===== config.mk =====
export PLATFORM = sky130hd
export DESIGN_NAME = tone_melody_sequencer
export DESIGN_NICKNAME = d
export VERILOG_FILES = /design/src/rtl/tms_pkg.sv /design/src/rtl/tms_div.sv /design/src/rtl/tms_useq.sv /design/src/rtl/tone_melody_sequencer.sv
export SDC_FILE = /design/constraint.sdc
export NUM_CORES = 1
export LEC_CHECK = 0
export BUFFER_PORTS_ARGS = -buffer_cell sky130_fd_sc_hd__buf_2
export CAP_MARGIN = 5
export CELL_PAD_IN_SITES_DETAIL_PLACEMENT = 0
export CELL_PAD_IN_SITES_GLOBAL_PLACEMENT = 1
export CORE_ASPECT_RATIO = 0.8
export CORE_MARGIN = 2
export CORE_UTILIZATION = 47
export DETAILED_ROUTE_END_ITERATION = 10
export PLACE_DENSITY = 0.81
export SETUP_SLACK_MARGIN = 0.05
export SKIP_LAST_GASP = 1
export SYNTH_ARGS = -nofsm -noshare
export SYNTH_HDL_FRONTEND = slang
export SYNTH_SLANG_ARGS = --single-unit

===== constraint.sdc =====
create_clock -name i_clk -period 3.35 [get_ports i_clk]
set_input_delay 0.67 -clock i_clk [delete_from_list [all_inputs] [get_ports i_clk]]
set_output_delay 0.67 -clock i_clk [all_outputs]
set_load 0.1 [all_outputs]

===== src/rtl/tms_pkg.sv =====
// Shared constants, types, note ROM and microcode ROM of the tone melody sequencer.
package tms_pkg;

    localparam int NOTE_SLOTS = 8;
    localparam int IDX_W      = $clog2(NOTE_SLOTS + 2);

    localparam int BASE_W = 24;
    localparam int TONE_W = 16;
    localparam int LEN_W  = 16;
    localparam int TIME_W = 32;
    localparam int FUNC_W = 3;
    localparam int ID_W   = 2;
    localparam int DIVR_W = 16;

    localparam logic [BASE_W-1:0] BASE_CLOCK_RESET = 24'd1193180;

    localparam logic [FUNC_W-1:0] FUNC_TICK   = 3'd0;
    localparam logic [FUNC_W-1:0] FUNC_TONE   = 3'd1;
    localparam logic [FUNC_W-1:0] FUNC_STOP   = 3'd2;
    localparam logic [FUNC_W-1:0] FUNC_TIMED  = 3'd3;
    localparam logic [FUNC_W-1:0] FUNC_MELODY = 3'd4;

    localparam int ROM_NOTES = 8;
    localparam int ROM_AW    = $clog2(ROM_NOTES);

    // microcode step addresses
    localparam int PC_W = 4;
    localparam logic [PC_W-1:0] S_DISPATCH = 4'd0;
    localparam logic [PC_W-1:0] S_TICK     = 4'd1;
    localparam logic [PC_W-1:0] S_ADVANCE  = 4'd2;
    localparam logic [PC_W-1:0] S_LOAD     = 4'd3;
    localparam logic [PC_W-1:0] S_SET_END  = 4'd4;
    localparam logic [PC_W-1:0] S_TONE     = 4'd5;
    localparam logic [PC_W-1:0] S_DIV_WAIT = 4'd6;
    localparam logic [PC_W-1:0] S_DIV_DONE = 4'd7;
    localparam logic [PC_W-1:0] S_OFF      = 4'd8;
    localparam logic [PC_W-1:0] S_EMIT     = 4'd9;
    localparam logic [PC_W-1:0] S_TIMED    = 4'd10;
    localparam logic [PC_W-1:0] S_MEL_INIT = 4'd11;

    typedef enum logic [2:0] {
        C_NEXT,
        C_JUMP,
        C_DISPATCH,
        C_TICK_SKIP,
        C_NO_NEXT,
        C_HZ_ZERO,
        C_DIV_BUSY,
        C_OUT_FREE
    } t_cond;

    typedef struct packed {
        logic take;
        logic off;
        logic idx_inc;
        logic load_rom;
        logic set_end;
        logic clr_queue;
        logic mel_init;
        logic div_start;
        logic div_finish;
        logic emit;
    } t_act;

    typedef struct packed {
        t_cond             cond;
        logic [PC_W-1:0]   target;
        t_act              act;
    } t_uword;

    typedef struct packed {
        logic              accept;
        logic [FUNC_W-1:0] func;
        logic              tick_skip;
        logic              no_next;
        logic              hz_zero;
        logic              div_busy;
        logic              out_free;
    } t_seq_flags;

    function automatic logic [TONE_W-1:0] rom_tone(input logic [ROM_AW-1:0] a);
        logic [TONE_W-1:0] t;
        case (a)
            3'd0:    t = 16'd523;
            3'd1:    t = 16'd659;
            3'd2:    t = 16'd784;
            3'd3:    t = 16'd1047;
            3'd4:    t = 16'd220;
            3'd5:    t = 16'd880;
            3'd6:    t = 16'd1175;
            default: t = 16'd1318;
        endcase
        return t;
    endfunction

    function automatic logic [LEN_W-1:0] rom_len(input logic [ROM_AW-1:0] a);
        logic [LEN_W-1:0] l;
        case (a)
            3'd0:    l = 16'd120;
            3'd1:    l = 16'd120;
            3'd2:    l = 16'd120;
            3'd3:    l = 16'd200;
            3'd4:    l = 16'd300;
            3'd5:    l = 16'd60;
            3'd6:    l = 16'd80;
            default: l = 16'd100;
        endcase
        return l;
    endfunction

    function automatic logic [ROM_AW-1:0] preset_start(input logic [ID_W-1:0] id);
        logic [ROM_AW-1:0] s;
        case (id)
            2'd0:    s = 3'd0;
            2'd1:    s = 3'd4;
            2'd2:    s = 3'd5;
            default: s = 3'd7;
        endcase
        return s;
    endfunction

    function automatic int preset_notes(input logic [ID_W-1:0] id);
        int n;
        case (id)
            2'd0:    n = 4;
            2'd1:    n = 1;
            2'd2:    n = 2;
            default: n = 1;
        endcase
        return n;
    endfunction

    // melody length clipped to the queue size
    function automatic logic [IDX_W-1:0] preset_count(input logic [ID_W-1:0] id);
        int n;
        n = preset_notes(id);
        if (n > NOTE_SLOTS) begin
            n = NOTE_SLOTS;
        end
        return IDX_W'(n);
    endfunction

    function automatic t_uword ucode(input logic [PC_W-1:0] pc);
        t_uword w;
        w = '0;
        w.cond   = C_NEXT;
        w.target = S_DISPATCH;
        case (pc)
            S_DISPATCH: begin
                w.cond     = C_DISPATCH;
                w.act.take = 1'b1;
            end
            S_TICK: begin
                w.cond   = C_TICK_SKIP;
                w.target = S_EMIT;
            end
            S_ADVANCE: begin
                w.cond        = C_NO_NEXT;
                w.target      = S_EMIT;
                w.act.off     = 1'b1;
                w.act.idx_inc = 1'b1;
            end
            S_LOAD: begin
                w.act.load_rom = 1'b1;
            end
            S_SET_END: begin
                w.cond        = C_JUMP;
                w.target      = S_TONE;
                w.act.set_end = 1'b1;
            end
            S_TONE: begin
                w.cond          = C_HZ_ZERO;
                w.target        = S_OFF;
                w.act.div_start = 1'b1;
            end
            S_DIV_WAIT: begin
                w.cond   = C_DIV_BUSY;
                w.target = S_DIV_WAIT;
            end
            S_DIV_DONE: begin
                w.cond           = C_JUMP;
                w.target         = S_EMIT;
                w.act.div_finish = 1'b1;
            end
            S_OFF: begin
                w.cond    = C_JUMP;
                w.target  = S_EMIT;
                w.act.off = 1'b1;
            end
            S_EMIT: begin
                w.cond     = C_OUT_FREE;
                w.target   = S_DISPATCH;
                w.act.emit = 1'b1;
            end
            S_TIMED: begin
                w.cond          = C_JUMP;
                w.target        = S_TONE;
                w.act.clr_queue = 1'b1;
                w.act.set_end   = 1'b1;
            end
            S_MEL_INIT: begin
                w.cond         = C_JUMP;
                w.target       = S_LOAD;
                w.act.mel_init = 1'b1;
            end
            default: begin
                w.cond   = C_JUMP;
                w.target = S_DISPATCH;
            end
        endcase
        return w;
    endfunction

endpackage


===== src/rtl/tms_div.sv =====
// Restoring divider, one quotient bit per cycle: base clock over tone frequency.
module tms_div
    import tms_pkg::*;
(
    input  logic              i_clk,
    input  logic              i_rst_n,
    input  logic              i_start,
    input  logic [BASE_W-1:0] i_dividend,
    input  logic [TONE_W-1:0] i_divisor,
    output logic              o_busy,
    output logic [BASE_W-1:0] o_quotient
);

    localparam int CNT_W = $clog2(BASE_W + 1);

    logic [CNT_W-1:0]  r_cnt;
    logic [BASE_W-1:0] r_quo;
    logic [TONE_W-1:0] r_rem;
    logic [TONE_W-1:0] r_den;
    logic [TONE_W:0]   rem_sh;
    logic              fits;

    assign rem_sh = {r_rem, r_quo[BASE_W-1]};
    assign fits   = rem_sh >= {1'b0, r_den};

    always_ff @(posedge i_clk) begin
        if (!i_rst_n) begin
            r_cnt <= '0;
        end else if (i_start) begin
            r_cnt <= CNT_W'(BASE_W);
        end else if (r_cnt != '0) begin
            r_cnt <= r_cnt - 1'b1;
        end
    end

    always_ff @(posedge i_clk) begin
        if (i_start) begin
            r_quo <= i_dividend;
            r_rem <= '0;
            r_den <= i_divisor;
        end else if (r_cnt != '0) begin
            // shift in the next dividend bit, subtract where it fits
            if (fits) begin
                r_rem <= TONE_W'(rem_sh - {1'b0, r_den});
                r_quo <= {r_quo[BASE_W-2:0], 1'b1};
            end else begin
                r_rem <= rem_sh[TONE_W-1:0];
                r_quo <= {r_quo[BASE_W-2:0], 1'b0};
            end
        end
    end

    assign o_busy     = r_cnt != '0;
    assign o_quotient = r_quo;

endmodule


===== src/rtl/tms_useq.sv =====
// Microcode sequencer: step counter, control word ROM and conditional jumps.
module tms_useq
    import tms_pkg::*;
(
    input  logic       i_clk,
    input  logic       i_rst_n,
    input  t_seq_flags i_flags,
    output t_uword     o_uword
);

    logic [PC_W-1:0] r_pc;
    logic [PC_W-1:0] n_pc;
    logic [PC_W-1:0] entry;
    t_uword          uw;

    assign uw      = ucode(r_pc);
    assign o_uword = uw;

    always_comb begin
        case (i_flags.func)
            FUNC_TICK:   entry = S_TICK;
            FUNC_TONE:   entry = S_TONE;
            FUNC_STOP:   entry = S_OFF;
            FUNC_TIMED:  entry = S_TIMED;
            FUNC_MELODY: entry = S_MEL_INIT;
            default:     entry = S_EMIT;
        endcase
    end

    always_comb begin
        n_pc = r_pc + 1'b1;
        case (uw.cond)
            C_NEXT:      n_pc = r_pc + 1'b1;
            C_JUMP:      n_pc = uw.target;
            C_DISPATCH:  n_pc = i_flags.accept ? entry : r_pc;
            C_TICK_SKIP: n_pc = i_flags.tick_skip ? uw.target : r_pc + 1'b1;
            C_NO_NEXT:   n_pc = i_flags.no_next ? uw.target : r_pc + 1'b1;
            C_HZ_ZERO:   n_pc = i_flags.hz_zero ? uw.target : r_pc + 1'b1;
            C_DIV_BUSY:  n_pc = i_flags.div_busy ? uw.target : r_pc + 1'b1;
            C_OUT_FREE:  n_pc = i_flags.out_free ? uw.target : r_pc;
            default:     n_pc = S_DISPATCH;
        endcase
    end

    always_ff @(posedge i_clk) begin
        if (!i_rst_n) begin
            r_pc <= S_DISPATCH;
        end else begin
            r_pc <= n_pc;
        end
    end

endmodule


===== src/rtl/tone_melody_sequencer.sv =====
// Tone melody sequencer top level: command datapath around the microcode sequencer.
//
// One command is taken at a time and gives one result. An unused code goes straight to
// the emit step; a stop passes the off step first, and a tick that ends nothing passes
// only the tick check. A tick that ends the last note passes the tick check and the
// advance step. A continuous tone of 0 Hz passes the tone and off steps; a timed tone
// of 0 Hz first clears the queue and sets its end time. A command that programs a
// divisor starts the shared restoring divider, waits through its 24 one-bit steps until
// it is idle, then loads the divisor; a melody start first loads its first note from the
// ROM, and a tick that moves to the next note loads that note. After the result is
// registered the sequencer returns to dispatch for the next command, which is taken while
// the finished result sits in the output register; a new result waits until that one is
// taken. The base clock register may be written at any time the block is idle.
module tone_melody_sequencer
    import tms_pkg::*;
(
    input  logic              i_clk,
    input  logic              i_rst_n,
    input  logic              i_cfg_we,
    input  logic [BASE_W-1:0] i_cfg_data,
    input  logic              i_valid,
    output logic              o_stall,
    input  logic [FUNC_W-1:0] i_func,
    input  logic [TONE_W-1:0] i_tone_hz,
    input  logic [LEN_W-1:0]  i_length_ms,
    input  logic [ID_W-1:0]   i_preset_id,
    input  logic [TIME_W-1:0] i_now,
    output logic              o_valid,
    input  logic              i_stall,
    output logic              o_speaker_on,
    output logic [DIVR_W-1:0] o_divisor,
    output logic              o_divisor_loaded,
    output logic              o_busy_res
);

    t_uword     uw;
    t_seq_flags flags;

    logic              accept;
    logic              div_busy;
    logic [BASE_W-1:0] quotient;
    logic [ROM_AW-1:0] rom_addr;
    logic [IDX_W-1:0]  idx_step;

    logic [BASE_W-1:0] r_base;
    logic [TONE_W-1:0] r_hz;
    logic [LEN_W-1:0]  r_len;
    logic [ID_W-1:0]   r_id;
    logic [TIME_W-1:0] r_now;
    logic [ROM_AW-1:0] r_start;
    logic [IDX_W-1:0]  r_cnt;
    logic [IDX_W-1:0]  r_idx;
    logic [TIME_W-1:0] r_end;
    logic              r_sounding;
    logic [DIVR_W-1:0] r_divisor;
    logic              r_loaded;

    logic              r_out_valid;
    logic              r_out_speaker;
    logic [DIVR_W-1:0] r_out_divisor;
    logic              r_out_loaded;
    logic              r_out_busy;

    assign o_stall = !uw.act.take;
    assign accept  = i_valid && uw.act.take;

    // melody notes are read straight from the ROM window that the preset selects
    assign rom_addr = r_start + ROM_AW'(r_idx);

    // advance the note index, saturating at NOTE_SLOTS + 1, two past the last slot
    assign idx_step = (r_idx < IDX_W'(NOTE_SLOTS + 1)) ? r_idx + 1'b1 : r_idx;

    assign flags.accept    = accept;
    assign flags.func      = i_func;
    assign flags.tick_skip = (!r_sounding && (r_idx >= r_cnt)) || (r_now < r_end);
    assign flags.no_next   = (idx_step >= r_cnt) || (idx_step >= IDX_W'(NOTE_SLOTS));
    assign flags.hz_zero   = r_hz == '0;
    assign flags.div_busy  = div_busy;
    assign flags.out_free  = !r_out_valid || !i_stall;

    tms_useq u_useq (
        .i_clk   (i_clk),
        .i_rst_n (i_rst_n),
        .i_flags (flags),
        .o_uword (uw)
    );

    tms_div u_div (
        .i_clk      (i_clk),
        .i_rst_n    (i_rst_n),
        .i_start    (uw.act.div_start),
        .i_dividend (r_base),
        .i_divisor  (r_hz),
        .o_busy     (div_busy),
        .o_quotient (quotient)
    );

    always_ff @(posedge i_clk) begin
        if (!i_rst_n) begin
            r_base <= BASE_CLOCK_RESET;
        end else if (i_cfg_we) begin
            r_base <= i_cfg_data;
        end
    end

    // command operands
    always_ff @(posedge i_clk) begin
        if (accept) begin
            r_hz  <= i_tone_hz;
            r_len <= i_length_ms;
            r_id  <= i_preset_id;
            r_now <= i_now;
        end else if (uw.act.load_rom) begin
            r_hz  <= rom_tone(rom_addr);
            r_len <= rom_len(rom_addr);
        end
        if (uw.act.mel_init) begin
            r_start <= preset_start(r_id);
        end
    end

    always_ff @(posedge i_clk) begin
        if (!i_rst_n) begin
            r_cnt      <= '0;
            r_idx      <= '0;
            r_end      <= '0;
            r_sounding <= 1'b0;
            r_divisor  <= '0;
            r_loaded   <= 1'b0;
        end else begin
            if (accept) begin
                r_loaded <= 1'b0;
            end
            if (uw.act.off) begin
                r_sounding <= 1'b0;
            end
            if (uw.act.idx_inc) begin
                r_idx <= idx_step;
            end
            if (uw.act.clr_queue) begin
                r_cnt <= '0;
                r_idx <= '0;
            end
            if (uw.act.mel_init) begin
                r_cnt <= preset_count(r_id);
                r_idx <= '0;
            end
            if (uw.act.set_end) begin
                r_end <= r_now + TIME_W'(r_len);
            end
            if (uw.act.div_finish) begin
                // floor a zero quotient at one
                r_divisor  <= (quotient == '0) ? DIVR_W'(1) : quotient[DIVR_W-1:0];
                r_loaded   <= 1'b1;
                r_sounding <= 1'b1;
            end
        end
    end

    always_ff @(posedge i_clk) begin
        if (!i_rst_n) begin
            r_out_valid <= 1'b0;
        end else if (uw.act.emit && flags.out_free) begin
            r_out_valid <= 1'b1;
        end else if (!i_stall) begin
            r_out_valid <= 1'b0;
        end
    end

    always_ff @(posedge i_clk) begin
        if (uw.act.emit && flags.out_free) begin
            r_out_speaker <= r_sounding;
            r_out_divisor <= r_divisor;
            r_out_loaded  <= r_loaded;
            r_out_busy    <= r_sounding || (r_idx < r_cnt);
        end
    end

    assign o_valid          = r_out_valid;
    assign o_speaker_on     = r_out_speaker;
    assign o_divisor        = r_out_divisor;
    assign o_divisor_loaded = r_out_loaded;
    assign o_busy_res       = r_out_busy;

endmodule


==> impl_metrics.xml, run 1 <==
<?xml version="1.0" encoding="UTF-8"?>
<metrics>
  <group name="status">
    <metric name="outcome" unit="">finished, final reports clean</metric>
  </group>
  <group name="detailed_routing">
    <metric name="viasPerCell" unit="">5.34</metric>
    <metric name="drcViolationCount" unit="">0</metric>
    <metric name="drt_iter0_markers" unit="">563</metric>
    <metric name="wl" unit="um">25800</metric>
    <metric name="dr.pass1.iters" unit="">5</metric>
    <metric name="route.antenna.remaining_nets" unit="">0</metric>
    <metric name="drt-wirelength-per-cell" unit="um">15.7</metric>
    <metric name="vias" unit="">8754</metric>
  </group>
  <group name="synth">
    <metric name="ys_dominant_reg_cell" unit="">edfxtp_1</metric>
    <metric name="synth-edff-count" unit="">128</metric>
    <metric name="compound_gate_portion_of_the_synthesized_area" unit="%">14.8</metric>
    <metric name="synth_area_per_cell" unit="um2">10.1</metric>
    <metric name="postSynth.asyncResetShare" unit="%">0</metric>
    <metric name="synth_mux_area_share" unit="%">5.51</metric>
    <metric name="synthSimpleGateAreaFrac" unit="%">14.1</metric>
    <metric name="post_synth_instance_area" unit="um2">12100</metric>
    <metric name="synth-seq-area-share" unit="%">49.6</metric>
    <metric name="synth_adder_area_share" unit="%">8.48</metric>
    <metric name="synth_top_family_by_area" unit="">compound AO/OA/AOI/OAI gates</metric>
    <metric name="postSynthRegisterBits" unit="">235</metric>
    <metric name="syn_inst" unit="">1189</metric>
    <metric name="synthDistinctLibCells" unit="">69</metric>
    <metric name="yosys_warnings" unit="">0</metric>
    <metric name="synth_xor_xnor_area_share" unit="%">3.05</metric>
    <metric name="syn_nets" unit="">1367</metric>
  </group>
  <group name="setup_path">
    <metric name="worst_setup_path_end_kind" unit="">flip-flop</metric>
    <metric name="worstSetupStartpointType" unit="">flip-flop</metric>
    <metric name="worst-path-max-fanout" unit="">15</metric>
    <metric name="criticalPathCategory" unit="">flip-flop to flip-flop</metric>
    <metric name="crit_top_cell" unit="">a21oi_2</metric>
    <metric name="cp_data_arrival_time" unit="ns">3.42</metric>
    <metric name="required" unit="ns">3.76</metric>
    <metric name="worstPathCellList" unit="">inv_1 -&gt; ha_1 -&gt; a21o_1 -&gt; a21oi_2 -&gt; a21oi_2 -&gt; or3_4 -&gt; a31o_4 -&gt; a21oi_4 -&gt; buf_4 -&gt; mux2i_1 -&gt; a21oi_1</metric>
    <metric name="timing.critical_path.slowest_cell_delay" unit="ns">0.49</metric>
    <metric name="critical_path.slowest_cell" unit="">a21oi_4</metric>
  </group>
  <group name="clock_tree">
    <metric name="cts_setup_buffers" unit="">0</metric>
    <metric name="root_buffer" unit="">clkbuf_16</metric>
    <metric name="clkSlewWorstSetupHoldPaths" unit="ns">0.06</metric>
    <metric name="clock_tree.htree_level_count" unit="">1</metric>
    <metric name="tritoncts_clock_tree" unit="">built</metric>
    <metric name="clk-insertion-delay-late" unit="ns">0.54</metric>
    <metric name="cts_sinks" unit="">235</metric>
    <metric name="cts_made_buffers" unit="">25</metric>
    <metric name="clockBufferDepth" unit="">3</metric>
  </group>
  <group name="die">
    <metric name="fp-row-count" unit="">52</metric>
    <metric name="boundaryPins" unit="">119</metric>
    <metric name="floorplan.core_area" unit="um2">25200</metric>
    <metric name="initial_core_utilization" unit="%">47.8</metric>
    <metric name="die_height" unit="um">147</metric>
    <metric name="dieWidth" unit="um">183</metric>
    <metric name="design.die.area" unit="um2">27000</metric>
  </group>
  <group name="timing">
    <metric name="finClkSkew" unit="ns">0.0108</metric>
    <metric name="setup_viol" unit="">0</metric>
    <metric name="setup_tns_after_final_layout" unit="ns">0</metric>
    <metric name="fin_worst_hold_slack" unit="ns">0.308</metric>
    <metric name="max_freq" unit="MHz">332</metric>
    <metric name="grt_setup_unrepaired" unit="">false</metric>
    <metric name="report.final.slew_viol_count" unit="">0</metric>
    <metric name="finalCritPeriodShare" unit="%">89.9</metric>
    <metric name="final-hold-violation-count" unit="">0</metric>
    <metric name="worstMarginPinSlew" unit="ns">0.794</metric>
    <metric name="finalWorstPathRequiredPeriod" unit="ns">3.01</metric>
    <metric name="slew_headroom" unit="%">47.0</metric>
  </group>
  <group name="pwr">
    <metric name="ir_worst_vdd" unit="mV">0.424</metric>
    <metric name="pwr_density_cell" unit="nW/um2">879</metric>
    <metric name="p_leak" unit="nW">5.43</metric>
    <metric name="overall_power" unit="W">0.0121</metric>
  </group>
  <group name="worst_hold_path">
    <metric name="worstHoldPathType" unit="">input port to flip-flop</metric>
  </group>
  <group name="layout">
    <metric name="antenna_cells_inserted" unit="">0</metric>
    <metric name="final_cell_mix" unit="">128 x edfxtp_1, 122 x nand2_1, 118 x buf_2, 107 x dfxtp_1, 88 x a21oi_1</metric>
    <metric name="multiInputGateArea" unit="um2">5550</metric>
    <metric name="share_of_post_route_cells_with_drive_strength_above_1" unit="%">16.6</metric>
    <metric name="area_growth_syn_to_layout" unit="%">14.3</metric>
    <metric name="filler_cell_count" unit="">2295</metric>
    <metric name="final_common_cell" unit="">edfxtp_1</metric>
    <metric name="layout.area.seq" unit="um2">5990</metric>
    <metric name="finalNetCount" unit="">1477</metric>
  </group>
  <group name="placed_design">
    <metric name="routabilityCongestion" unit="">0.846</metric>
    <metric name="detailed_place_hpwl" unit="um">18400</metric>
    <metric name="number_of_port_buffers" unit="">118</metric>
  </group>
  <group name="global_routing">
    <metric name="grt_first_pass_wirelength" unit="um">42700</metric>
    <metric name="grt_util_all_layers" unit="%">19.4</metric>
    <metric name="number_of_global_route_vias_before_repair" unit="">8491</metric>
    <metric name="maximum_number_of_pins_on_one_net_before_global_route_repair" unit="">65</metric>
    <metric name="overall_overflow_remaining_after_global_route" unit="">0</metric>
    <metric name="antenna_violations_before_repair" unit="">1</metric>
  </group>
  <group name="job">
    <metric name="cap_violations" unit="">0</metric>
  </group>
</metrics>
==> synthesized netlist by cell type (all sizes together), types with 4 or more instances <==
library cell,number,area [um2]
edfxtp,128,3840
nand2,122,458
dfxtp,107,2140
a21oi,93,495
inv,83,312
o21ai,83,415
ha,77,963
nor2,59,221
clkbuf,46,174
mux2i,36,360
nor2b,31,194
nand3,29,145
xnor2,28,245
mux2,27,304
and2,25,156
a21boi,21,158
nand4,18,113
nor3,16,80.1
xor2,14,123
a211oi,13,97.6
nor4,13,81.3
buf,8,45.0
nand2b,8,50.1
a21o,7,52.6
o21a,7,52.6
o211ai,6,45.0
o31ai,6,45.0
or3,6,43.8
a31oi,5,31.3
o211a,5,50.1
o21bai,5,41.3
nand4b,4,35.0
==> final cells by class <==
cell class,instances,share of cell area [%]
clock buffers,39,5.28
repair buffers,137,5.50
flip-flops and latches,235,43.4
clock inverters,5,0.290
well taps,324,2.94
inverters,83,2.26
multi-input cells,817,40.3
==> cells by family (layout without fill, tap and decap cells) <==
family | after synthesis | count (layout)
mux | 63 | 63
flops | 235 | 235
compound gates | 284 | 284
xor+xnor | 42 | 42
simple gates | 348 | 348
buf+inv | 137 | 264
fa+ha+maj | 80 | 80
==> power breakdown <==
part | total (W) | internal, W | switching, W | leakage [nW]
Clock | 0.00259 | 0.00149 | 0.00110 | 0.380
Sequential | 0.00463 | 0.00409 | 0.000547 | 2.09
Combinational | 0.00489 | 0.00200 | 0.00289 | 2.97
Total | 0.0121 | 0.00757 | 0.00454 | 5.43
==> layer usage <==
layer | up-vias | share of wire [%] | routed length [um] | track usage, %
li1 | 4481 | - | - | -
met1 | 4077 | 50 | 12800 | 27.8
met2 | 158 | 44 | 11500 | 31.3
met3 | 36 | 4.0 | 1030 | 2.88
met4 | 2 | 1.8 | 465 | 4.04
met5 | - | 0.050 | 13 | 0
==> worst max-delay path: cells and delay by family (launching register included) <==
family                   cells  cell delay (ns)
AND/OR/NAND/NOR              1             0.40
adder cells (fa/ha/maj)      1             0.36
flip-flops                   1             0.33
AO/OA/AOI/OAI                6             1.29
buffers and inverters        2             0.30
multiplexers                 1             0.20
==> per-stage QoR <==
step / util [%] / worst slack (ns) / cells / instance area, um2
floorplan: - / 0.438 / 1189 / 12100
global placement: 51.5 / 0.376 / 1596 / 13000
detailed placement: 51.5 / 0.269 / 1596 / 13000
CTS: 54.6 / 0.269 / 1640 / 13800
global route: 54.6 / 0.00725 / 1640 / 13800
finish: 54.6 / 0.339 / 1640 / 13800
==> path summary, 6_finish.rpt <==
kind / from / to / slack, ns / cells past startpoint
worst max-delay path: u_div.r_den[3] / u_div.r_rem[12] / 0.34 / 11
worst min-delay path: i_now[5] / r_now[5] / 0.31 / 1
worst max register to register: u_div.r_den[3] / u_div.r_rem[12] / 0.34 / 11
worst min register to register: r_divisor[3] / o_divisor[3] / 0.43 / 0
==> timing repair <==
item	4_1_cts	5_1_grt
setup endpoints to repair	0	3
resized for setup	0	1
hold buffers	0	0
==> flip-flops by register name (all words and copies together), names as in the netlist <==
signal / count
u_div.r_cnt: 5
u_div.r_rem: 16
o_valid: 1
o_busy_res: 1
o_divisor_loaded: 1
r_end: 32
r_len: 16
u_useq.r_pc: 4
r_hz: 16
r_start: 3
r_loaded: 1
r_cnt: 3
o_speaker_on: 1
u_div.o_quotient: 24
r_sounding: 1
o_divisor: 16
r_divisor: 16
r_idx: 4
u_div.r_den: 16
r_now: 32
r_base: 24
r_id: 2
Note: power is estimated with default switching activity, not from simulation.
==> run 2: changes to the inputs <==
ABC_CLOCK_PERIOD_IN_PS = 3350   (was not set)
CORE_UTILIZATION = 48   (was 47)
CTS_BUF_LIST = sky130_fd_sc_hd__clkbuf_8   (was not set)
PLACE_DENSITY = 0.83   (was 0.81)
==> run 2 against run 1 <==
  * Maximum frequency decreased by 0.80%
  * First-iteration DRC count down 8.0%
  * Clock skew grew 0.0030 ns
  * Largest power group unchanged
  * Critical path depth increased by 4
  * Clock power down 3%
  * Utilization rose by 1.7 points
  * Sequential power barely moved
  * Highest routed layer is now met4
  * Total power down 0.72%
  * Hold slack better by 0.0040 ns
==> impl_metrics.xml, run 2 (synthesis results as in run 1) <==
<?xml version="1.0" encoding="UTF-8"?>
<metrics>
  <group name="timing">
    <metric name="worstMarginPinSlew" unit="ns">0.775</metric>
    <metric name="report.final.slew_viol_count" unit="">0</metric>
    <metric name="grt_setup_unrepaired" unit="">false</metric>
    <metric name="finClkSkew" unit="ns">0.0137</metric>
    <metric name="finalWorstPathRequiredPeriod" unit="ns">3.04</metric>
    <metric name="fin_worst_hold_slack" unit="ns">0.312</metric>
    <metric name="finalCritPeriodShare" unit="%">90.6</metric>
    <metric name="final-hold-violation-count" unit="">0</metric>
    <metric name="slew_headroom" unit="%">48.3</metric>
    <metric name="max_freq" unit="MHz">329</metric>
    <metric name="setup_tns_after_final_layout" unit="ns">0</metric>
    <metric name="post-route-worst-setup-slack" unit="ns">0.314</metric>
    <metric name="setup_viol" unit="">0</metric>
  </group>
  <group name="clock_tree">
    <metric name="cts_sinks" unit="">235</metric>
    <metric name="clock_tree.htree_level_count" unit="">2</metric>
    <metric name="root_buffer" unit="">clkbuf_8</metric>
    <metric name="clkSlewWorstSetupHoldPaths" unit="ns">0.07</metric>
    <metric name="cts_made_buffers" unit="">39</metric>
    <metric name="clockBufferDepth" unit="">3</metric>
    <metric name="tritoncts_clock_tree" unit="">built</metric>
    <metric name="clk-insertion-delay-late" unit="ns">0.53</metric>
  </group>
  <group name="global_routing">
    <metric name="antenna_violations_before_repair" unit="">1</metric>
    <metric name="grt_util_all_layers" unit="%">19.5</metric>
    <metric name="maximum_number_of_pins_on_one_net_before_global_route_repair" unit="">87</metric>
    <metric name="overall_overflow_remaining_after_global_route" unit="">0</metric>
    <metric name="number_of_global_route_vias_before_repair" unit="">8472</metric>
    <metric name="grt_first_pass_wirelength" unit="um">42200</metric>
  </group>
  <group name="die">
    <metric name="design.die.area" unit="um2">26400</metric>
    <metric name="fp-row-count" unit="">51</metric>
    <metric name="boundaryPins" unit="">119</metric>
    <metric name="die_height" unit="um">146</metric>
    <metric name="floorplan.core_area" unit="um2">24500</metric>
    <metric name="dieWidth" unit="um">181</metric>
    <metric name="initial_core_utilization" unit="%">49.2</metric>
  </group>
  <group name="layout">
    <metric name="filler_cell_count" unit="">2251</metric>
    <metric name="share_of_post_route_cells_with_drive_strength_above_1" unit="%">17.6</metric>
    <metric name="biggestRegsByFlops" unit="">r_end x32, r_now x32</metric>
    <metric name="final_cell_mix" unit="">128 x edfxtp_1, 122 x nand2_1, 118 x buf_2, 107 x dfxtp_1, 95 x inv_1</metric>
    <metric name="finalNetCount" unit="">1490</metric>
    <metric name="final_common_cell" unit="">edfxtp_1</metric>
    <metric name="area_growth_syn_to_layout" unit="%">14.3</metric>
    <metric name="final_std_cells_w_o_fill" unit="">1662</metric>
  </group>
  <group name="pwr">
    <metric name="p_clk_share" unit="%">20.8</metric>
    <metric name="sequentialPowerShare" unit="%">38.5</metric>
    <metric name="pwr_density_cell" unit="nW/um2">872</metric>
    <metric name="internal_power" unit="W">0.00746</metric>
    <metric name="overall_power" unit="W">0.0120</metric>
    <metric name="share_comb_of_total_power" unit="%">40.8</metric>
    <metric name="switching_power" unit="W">0.00457</metric>
    <metric name="ir_worst_vdd" unit="mV">0.359</metric>
    <metric name="sw_frac_of_total" unit="%">38.0</metric>
    <metric name="p_leak" unit="nW">5.49</metric>
  </group>
  <group name="setup_path">
    <metric name="cp_data_arrival_time" unit="ns">3.46</metric>
    <metric name="worst_setup_path_end_kind" unit="">flip-flop</metric>
    <metric name="worst-path-max-fanout" unit="">6</metric>
    <metric name="criticalPathCategory" unit="">flip-flop to flip-flop</metric>
    <metric name="worstSetupStartpointType" unit="">flip-flop</metric>
    <metric name="required" unit="ns">3.77</metric>
  </group>
  <group name="placed_design">
    <metric name="detailed_place_hpwl" unit="um">18300</metric>
    <metric name="routabilityCongestion" unit="">0.896</metric>
    <metric name="post-place-cells" unit="">1589</metric>
    <metric name="number_of_port_buffers" unit="">118</metric>
    <metric name="placement.setup.worst_slack" unit="ns">0.209</metric>
  </group>
  <group name="worst_hold_path">
    <metric name="worstHoldPathType" unit="">input port to flip-flop</metric>
  </group>
  <group name="detailed_routing">
    <metric name="viasPerCell" unit="">5.34</metric>
    <metric name="drt-wirelength-per-cell" unit="um">15.6</metric>
    <metric name="route.antenna.remaining_nets" unit="">0</metric>
    <metric name="drt_iter0_markers" unit="">518</metric>
    <metric name="wl" unit="um">25900</metric>
    <metric name="dr.pass1.iters" unit="">5</metric>
    <metric name="vias" unit="">8877</metric>
    <metric name="drcViolationCount" unit="">0</metric>
  </group>
  <group name="status">
    <metric name="outcome" unit="">finished, final reports clean</metric>
  </group>
  <group name="job">
    <metric name="cap_violations" unit="">0</metric>
  </group>
</metrics>
==> run 2: cell types whose count changed in the layout (fill, tap and decap cells not counted), moves of 2 or more <==
cell        delta
clkinv_1       +5
clkinvlp_4     +3
bufinv_16      +2
clkbuf_8      +39
inv_1         +13
clkbuf_16     -25
clkbuf_1       -9
==> run 2: layout make-up <==
class | instances | area [um2] | share of cell area (%)
sequential | 235 | 5990 | 43.4
clock inverter | 28 | 175 | 1.27
multi-input combinational | 817 | 5560 | 40.3
antenna | 1 | 2.50 | 0.0182
clock buffer | 44 | 606 | 4.39
tap | 318 | 398 | 2.89
inverter | 83 | 312 | 2.26
timing repair buffer | 136 | 751 | 5.45
==> run 2: final timing paths <==
| check | start | endpoint | slack [ns] | cells past startpoint |
|---|---|---|---|---|
| setup reg to reg | r_idx[0] | u_useq.r_pc[0] | 0.31 | 15 |
| hold reg to reg | r_divisor[4] | o_divisor[4] | 0.43 | 0 |
| setup / recovery | r_idx[0] | u_useq.r_pc[0] | 0.31 | 15 |
| hold / removal | i_now[11] | r_now[11] | 0.31 | 1 |
==> run 2: timing repair <==
action,in CTS,in global routing
gates resized for setup,0,2
buffers inserted,0,0
setup endpoints to repair,0,3
hold endpoints to repair,0,0
hold buffers,0,0
==> run 2: critical path, stage by stage, from the launching register on <==
cell and delay (ns):
dfxtp_1 0.42, inv_1 0.12, ha_1 0.20, inv_1 0.06, o21ai_2 0.09, xnor2_1 0.15
ha_1 0.28, nand2b_1 0.14, a21oi_1 0.18, o21ai_0 0.09, and3_1 0.18, a2111oi_1 0.42
buf_4 0.20, nand2b_1 0.07, a221oi_1 0.28, nor2_1 0.06
==> run 2: metal layers <==
| layer | share of wire [%] | track usage [%] | wire, um | vias to the layer above |
|---|---|---|---|---|
| li1 | - | - | - | 4530 |
| met1 | 50 | 28.0 | 12800 | 4103 |
| met2 | 44 | 30.7 | 11300 | 213 |
| met3 | 5.3 | 3.63 | 1380 | 31 |
| met4 | 1.2 | 4.27 | 319 | 0 |
| met5 | 0 | 0 | 0 | - |
==> run 2: power by group through the flow <==
stage / clock, W / sequential (W) / combinational, W
6_report: 0.00250 / 0.00463 / 0.00490
5_1_grt: 0.00272 / 0.00472 / 0.00552
4_1_cts: 0.00259 / 0.00462 / 0.00491
3_5_place_dp: 0 / 0.00467 / 0.00487
3_3_place_gp: 0 / 0.00466 / 0.00481
2_1_floorplan: 0 / 0.00458 / 0.00372
==> run 2: metrics by stage <==
| step | util, % | area (um2) |
|---|---|---|
| 3_5_place_dp | 53.0 | 13000 |
| 2_1_floorplan | - | 12100 |
| 3_3_place_gp | 53.0 | 13000 |
| 6_report | 56.3 | 13800 |
| 5_1_grt | 56.2 | 13800 |
| 4_1_cts | 56.2 | 13800 |
